--- src/hdl/lzwc_pkg.sv ---
// lzwc_pkg: shared constants and command/status types for the lzw compressor
// no dependencies
package lzwc_pkg;
    localparam int MAX_CODE_BITS_DEF = 15;
    localparam int HASH_ENTRIES_DEF  = 35023;
    localparam logic [15:0] CODE_END   = 16'd256;
    localparam logic [15:0] CODE_BUMP  = 16'd257;
    localparam logic [15:0] CODE_FLUSH = 16'd258;
    localparam logic [15:0] CODE_FIRST = 16'd259;
    localparam logic [15:0] THRESH_RST = 16'd511;
    localparam logic [4:0]  WIDTH_RST  = 5'd9;

    localparam logic [2:0] EMIT_PREFIX = 3'd0;
    localparam logic [2:0] EMIT_END    = 3'd1;
    localparam logic [2:0] EMIT_FLUSH  = 3'd2;
    localparam logic [2:0] EMIT_BUMP   = 3'd3;

    typedef struct packed {
        logic       take_item;
        logic       clr_step;
        logic       hash_start;
        logic       probe_step;
        logic       ins_write;
        logic       match_take;
        logic       first_take;
        logic       load_code;
        logic [2:0] emit_sel;
        logic       shift_bit;
        logic       pad_load;
        logic       push_beat;
        logic       after_ins;
        logic       do_flush;
        logic       do_bump;
        logic       finish_reset;
    } lzwc_cmd_t;

    typedef struct packed {
        logic mode;
        logic prefix_valid;
        logic clr_done;
        logic slot_free;
        logic slot_match;
        logic probe_exhaust;
        logic bits_left;
        logic bits_few;
        logic acc_full;
        logic acc_partial;
        logic code_limit;
        logic code_thresh;
    } lzwc_stat_t;
endpackage

--- src/hdl/lzwc_ctrl.sv ---
// lzwc_ctrl: sequencer for clearing, hash probing, code emission and output beats
// depends on lzwc_pkg
module lzwc_ctrl (
    input  logic                 aclk,
    input  logic                 aresetn,
    input  lzwc_pkg::lzwc_stat_t stat,
    output lzwc_pkg::lzwc_cmd_t  cmd,
    input  logic                 s_valid,
    output logic                 s_ready,
    output logic                 m_valid,
    input  logic                 m_ready,
    output logic                 m_last_of_run
);
    localparam logic [3:0] ST_CLR   = 4'd0;
    localparam logic [3:0] ST_IDLE  = 4'd1;
    localparam logic [3:0] ST_DISP  = 4'd2;
    localparam logic [3:0] ST_PROBE = 4'd4;
    localparam logic [3:0] ST_LOAD  = 4'd5;
    localparam logic [3:0] ST_SHIFT = 4'd6;
    localparam logic [3:0] ST_BEAT  = 4'd7;
    localparam logic [3:0] ST_NEXT  = 4'd8;

    logic [3:0] state_reg, state_next;
    logic [2:0] phase_reg, phase_next;
    logic       ins_reg, ins_next;
    logic       mv_reg, mv_next, ml_reg, ml_next;
    logic       more_codes, beat_last;

    always_comb begin
        cmd = '0;
        state_next = state_reg;
        phase_next = phase_reg;
        ins_next = ins_reg;
        mv_next = mv_reg && !m_ready;
        ml_next = ml_reg;
        s_ready = (state_reg == ST_IDLE);
        cmd.emit_sel = phase_reg;
        // another code of this item still follows the current one
        more_codes = ins_reg ? (phase_reg == lzwc_pkg::EMIT_PREFIX
                                && (stat.code_limit || stat.code_thresh))
                             : (phase_reg == lzwc_pkg::EMIT_PREFIX);
        beat_last = !more_codes && (ins_reg ? stat.bits_few : !stat.bits_left);
        case (state_reg)
            ST_CLR: begin
                cmd.clr_step = 1'b1;
                if (stat.clr_done) state_next = ST_IDLE;
            end
            ST_IDLE: if (s_valid) begin
                cmd.take_item = 1'b1;
                state_next = ST_DISP;
            end
            ST_DISP: begin
                if (stat.mode) begin
                    phase_next = stat.prefix_valid ? lzwc_pkg::EMIT_PREFIX
                                                   : lzwc_pkg::EMIT_END;
                    ins_next = 1'b0;
                    state_next = ST_LOAD;
                end else if (!stat.prefix_valid) begin
                    cmd.first_take = 1'b1;
                    state_next = ST_IDLE;
                end else begin
                    cmd.hash_start = 1'b1;
                    state_next = ST_PROBE;
                end
            end
            ST_PROBE: begin
                if (stat.slot_match) begin
                    cmd.match_take = 1'b1;
                    state_next = ST_IDLE;
                end else if (stat.slot_free || stat.probe_exhaust) begin
                    cmd.ins_write = stat.slot_free;
                    phase_next = lzwc_pkg::EMIT_PREFIX;
                    ins_next = 1'b1;
                    state_next = ST_LOAD;
                end else cmd.probe_step = 1'b1;
            end
            ST_LOAD: begin
                cmd.load_code = 1'b1;
                if (ins_reg && phase_reg == lzwc_pkg::EMIT_PREFIX) cmd.after_ins = 1'b1;
                state_next = ST_SHIFT;
            end
            ST_SHIFT: begin
                if (!stat.bits_left) state_next = ST_NEXT;
                else if (!mv_reg || m_ready) begin
                    cmd.shift_bit = 1'b1;
                    if (stat.acc_full) state_next = ST_BEAT;
                end
            end
            ST_BEAT: begin
                cmd.push_beat = 1'b1;
                mv_next = 1'b1;
                ml_next = beat_last;
                state_next = stat.bits_left ? ST_SHIFT : ST_NEXT;
            end
            ST_NEXT: begin
                if (ins_reg && phase_reg == lzwc_pkg::EMIT_PREFIX && stat.code_limit) begin
                    phase_next = lzwc_pkg::EMIT_FLUSH;
                    state_next = ST_LOAD;
                end else if (ins_reg && phase_reg == lzwc_pkg::EMIT_PREFIX
                             && stat.code_thresh) begin
                    phase_next = lzwc_pkg::EMIT_BUMP;
                    state_next = ST_LOAD;
                end else if (!ins_reg && phase_reg == lzwc_pkg::EMIT_PREFIX) begin
                    phase_next = lzwc_pkg::EMIT_END;
                    state_next = ST_LOAD;
                end else if (!ins_reg && stat.acc_partial) begin
                    if (!mv_reg || m_ready) begin
                        cmd.push_beat = 1'b1;
                        cmd.pad_load = 1'b1;
                        mv_next = 1'b1;
                        ml_next = 1'b1;
                    end
                end else begin
                    if (phase_reg == lzwc_pkg::EMIT_FLUSH) begin
                        cmd.do_flush = 1'b1;
                        state_next = ST_CLR;
                    end else begin
                        cmd.do_bump = (phase_reg == lzwc_pkg::EMIT_BUMP);
                        state_next = ST_IDLE;
                    end
                    if (!ins_reg) begin
                        cmd.finish_reset = 1'b1;
                        state_next = ST_CLR;
                    end
                end
            end
            default: state_next = ST_CLR;
        endcase
    end

    always_ff @(posedge aclk) begin
        if (!aresetn) begin
            state_reg <= ST_CLR;
            phase_reg <= lzwc_pkg::EMIT_PREFIX;
            ins_reg <= 1'b0;
            mv_reg <= 1'b0;
            ml_reg <= 1'b0;
        end else begin
            state_reg <= state_next;
            phase_reg <= phase_next;
            ins_reg <= ins_next;
            mv_reg <= mv_next;
            ml_reg <= ml_next;
        end
    end

    assign m_valid = mv_reg;
    assign m_last_of_run = ml_reg;

    ap_no_take_busy: assert property (@(posedge aclk) disable iff (!aresetn)
        s_ready |-> state_reg == ST_IDLE) else $error("ready outside idle");
    ap_beat_free: assert property (@(posedge aclk) disable iff (!aresetn)
        cmd.push_beat |-> (!mv_reg || m_ready || state_reg == ST_BEAT))
        else $error("beat overwrite");
    ap_clr_quiet: assert property (@(posedge aclk) disable iff (!aresetn)
        state_reg == ST_CLR |-> !s_ready) else $error("accept during clear");
endmodule

--- config.mk ---
export PLATFORM = sky130hd
export DESIGN_NAME = lzwc_ctrl
export DESIGN_NICKNAME = d
export VERILOG_FILES = /design/src/hdl/lzwc_pkg.sv /design/src/hdl/lzwc_ctrl.sv
export SDC_FILE = /design/constraint.sdc
export NUM_CORES = 1
export LEC_CHECK = 0
export ABC_AREA = 1
export BUFFER_PORTS_ARGS = -buffer_cell sky130_fd_sc_hd__buf_2
export CORE_MARGIN = 2
export CORE_UTILIZATION = 38
export CTS_CLUSTER_DIAMETER = 200
export CTS_CLUSTER_SIZE = 24
export DETAILED_ROUTE_END_ITERATION = 6
export PLACE_DENSITY_LB_ADDON = 0.08
export SYNTH_ARGS = -nofsm -noshare
export SYNTH_HDL_FRONTEND = slang
export SYNTH_SLANG_ARGS = --single-unit
--- constraint.sdc ---
create_clock -name aclk -period 3.25 [get_ports aclk]
set_input_delay 0.65 -clock aclk [delete_from_list [all_inputs] [get_ports aclk]]
set_output_delay 0.65 -clock aclk [all_outputs]
set_load 0.05 [all_outputs]
==> impl_metrics.yaml <==
drt:
  drt_iter0_drc: 22
  drt-wirelength-per-cell_um: 10.5
  routed_wl_mm: 2.15
  via_count: 941
  postRouteAntennaNets: 0
  drc: 0
  detailedRoute.firstPassIterationCount: 5
  viasPerCell: 4.61
synthesis:
  synth-edff-count: 0
  ys_seq_area_share_pct: 23.7
  yosysTopAreaCellShare_pct: 23.7
  synth_area_leader_cell: "dfxtp_1"
  synth.distinct_cells: 22
  syn_area_sq_um: 759
  net_count_synth: 155
  postSynthCellCount: 139
  synth_seq_cells: 9
  synthesis.area_per_instance_sq_um: 5.46
  synth-compound-area-share_pct: 11.4
  synth.cells.most_frequent: "30 x nand2_1, 25 x nor2_1, 22 x inv_1, 12 x nand3_1, 9 x dfxtp_1"
  yosysMostFrequentCell: "nand2_1"
  synth_top_cells_by_area: "dfxtp_1 24%, nand2_1 15%, nor2_1 12%"
  synth_xor_area_share_pct: 0
  synth-main-ff-cell: "dfxtp_1"
  synth.yosys.warnings: 0
  synth_simple_gate_area_share_pct: 49.1
  yosys.area_share.adder_pct: 0
  largest_family_of_logic_cells_by_synthesized_area: "simple AND/OR/NAND/NOR gates"
  synth-async-reset-ratio_pct: 0
  synth_mux_area_share_pct: 0
timing:
  skew_ps: 1.76
  grt_setup_unrepaired: "false"
  timing.fmax_ghz: 0.437
  setup_tns_ps: 0
  post-route-min-period_ps: 2290
  worst_hold_slack_ps: 485
  setup_violations: 0
  final_max_slew_viol_count: 0
  timing_hold_violations_final: 0
  post-route-period-util_pct: 70.3
floorplan:
  placeableCoreArea_sq_um: 1920
  dieArea_sq_um: 2370
  die_height_um: 48.7
  fp.dieW_um: 48.7
  boundary_pin_count: 37
  start_util_pct: 39.5
  std_cell_rows: 16
setup_path:
  timing.setup.critical_path_class: "flop to output pin"
  crit_path_start_kind: "flop"
  critical_path.max_fanout: 5
  path_delay_family: "simple AND/OR/NAND/NOR gates"
  cp_data_arrival_time_ps: 1640
  timing.critical_path.cells: "nor2_4 > nand3_2 > nor2_2 > inv_2 > o21ai_2 > buf_2"
  critPathCaptureType: "output pin"
  critical_path_required_ps: 2600
  worst_path_largest_cell_delay_ps: 360
  number_of_buffers_and_inverters_on_the_critical_path: 2
  critical-path-slowest-cell: "dfxtp_1"
cells_and_area:
  finish.utilization_pct: 51.4
  largest_register_ff_count: 4
  fillers: 210
  seq_area_sq_um: 180
  area.growth.synth_to_final_pct: 30.0
  finish.instance_area_sq_um: 987
  drive_gt1_share_pct: 30.5
  number_of_antenna_cells_inserted: 0
  multiInputGateArea_sq_um: 463
  layout.nets: 194
power:
  power.leakage_nw: 0.564
  totalPowerFinal_mw: 0.418
  power.density_cell_area_nw_per_um2: 423
  worst_ir_drop_vdd_uv: 259
clocking:
  numCtsBuffers: 3
  tritoncts_num_sinks: 9
  cts_post_setup_buffers_inserted: 0
  cts_max_path_buffers: 2
  clkSlewWorstSetupHoldPaths_ps: 70
  htree_levels: 1
  post_cts_resize_count: 0
  cts-hold-fix-buffers: 0
  insertion_delay_ps: 270
  tritoncts: "built"
  clock-root-buffer: "clkbuf_4"
grt:
  antenna_found_initial: 0
  first_pass_grt_wire_length_mm: 3.44
  grt_pass1_vias: 797
  grt_overflow_total: 0
  overall_track_demand_over_capacity_in_global_routing_pct: 18.7
  maximum_number_of_pins_on_one_net_before_global_route_repair: 8
hold_path:
  min-delay-path-class: "flop to flop"
placed_design:
  io_buffer_count: 35
  placedInstanceArea_sq_um: 961
  gp_congestion: 0.850
  dp_hpwl_mm: 1.74
flow_run:
  drv_cap: 0
status:
  status: "finished, final reports clean"
per-layer routing:
layer / share of wire [%] / up-vias / track usage [%]
li1: - / 507 / -
met2: 46 / 33 / 29.5
met3: 7.3 / 2 / 4.01
met1: 46 / 399 / 23.9
met5: 0 / - / 0
met4: 0.65 / 0 / 9.52
final timing paths:
path | end | cells past startpoint | from | slack [ps]
max | cmd[4] | 6 | state_reg[0] | 960
min | m_last_of_run | 2 | m_last_of_run | 480
max reg2reg | phase_reg[0] | 9 | state_reg[3] | 1920
min reg2reg | m_last_of_run | 2 | m_last_of_run | 480
power breakdown:
part	internal [mW]	switching [mW]
sequential	0.119	0.0125
clock	0.0475	0.0475
combinational	0.0527	0.138
logic make-up (layout without fill, tap and decap cells):
kind of cell	Yosys count	in the layout
compound gates	16	16
flops	9	9
other cells	1	1
simple gates	83	83
buf+inv	30	68
cells in the final DEF, fill, tap and decap left out, types with 4 or more instances in the layout:
cell type   n
a21oi_1     6
buf_2      35
dfxtp_1     9
inv_1      22
inv_2       7
nand2_1    30
nand3_1    12
nor2_1     25
nor2_2      4
o21ai_0     4
final cells by class:
class	count	share of cell area [%]
clock buffers	4	2.66
inverters	29	11.0
multi-input cells	100	46.9
flip-flops and latches	9	18.3
well taps	27	3.42
repair buffers	35	17.7
stage by stage:
stage	worst slack (ps)	cells
floorplan	143	139
global placement	1150	200
detailed placement	1110	200
CTS	969	204
global route	859	204
finish	964	204
worst min-delay path: stages, from the launching register on:
cell and delay (ps):
dfxtp_1 330, nor2_1 50, nor2_1 80
Power figures use the tool's default switching activity.
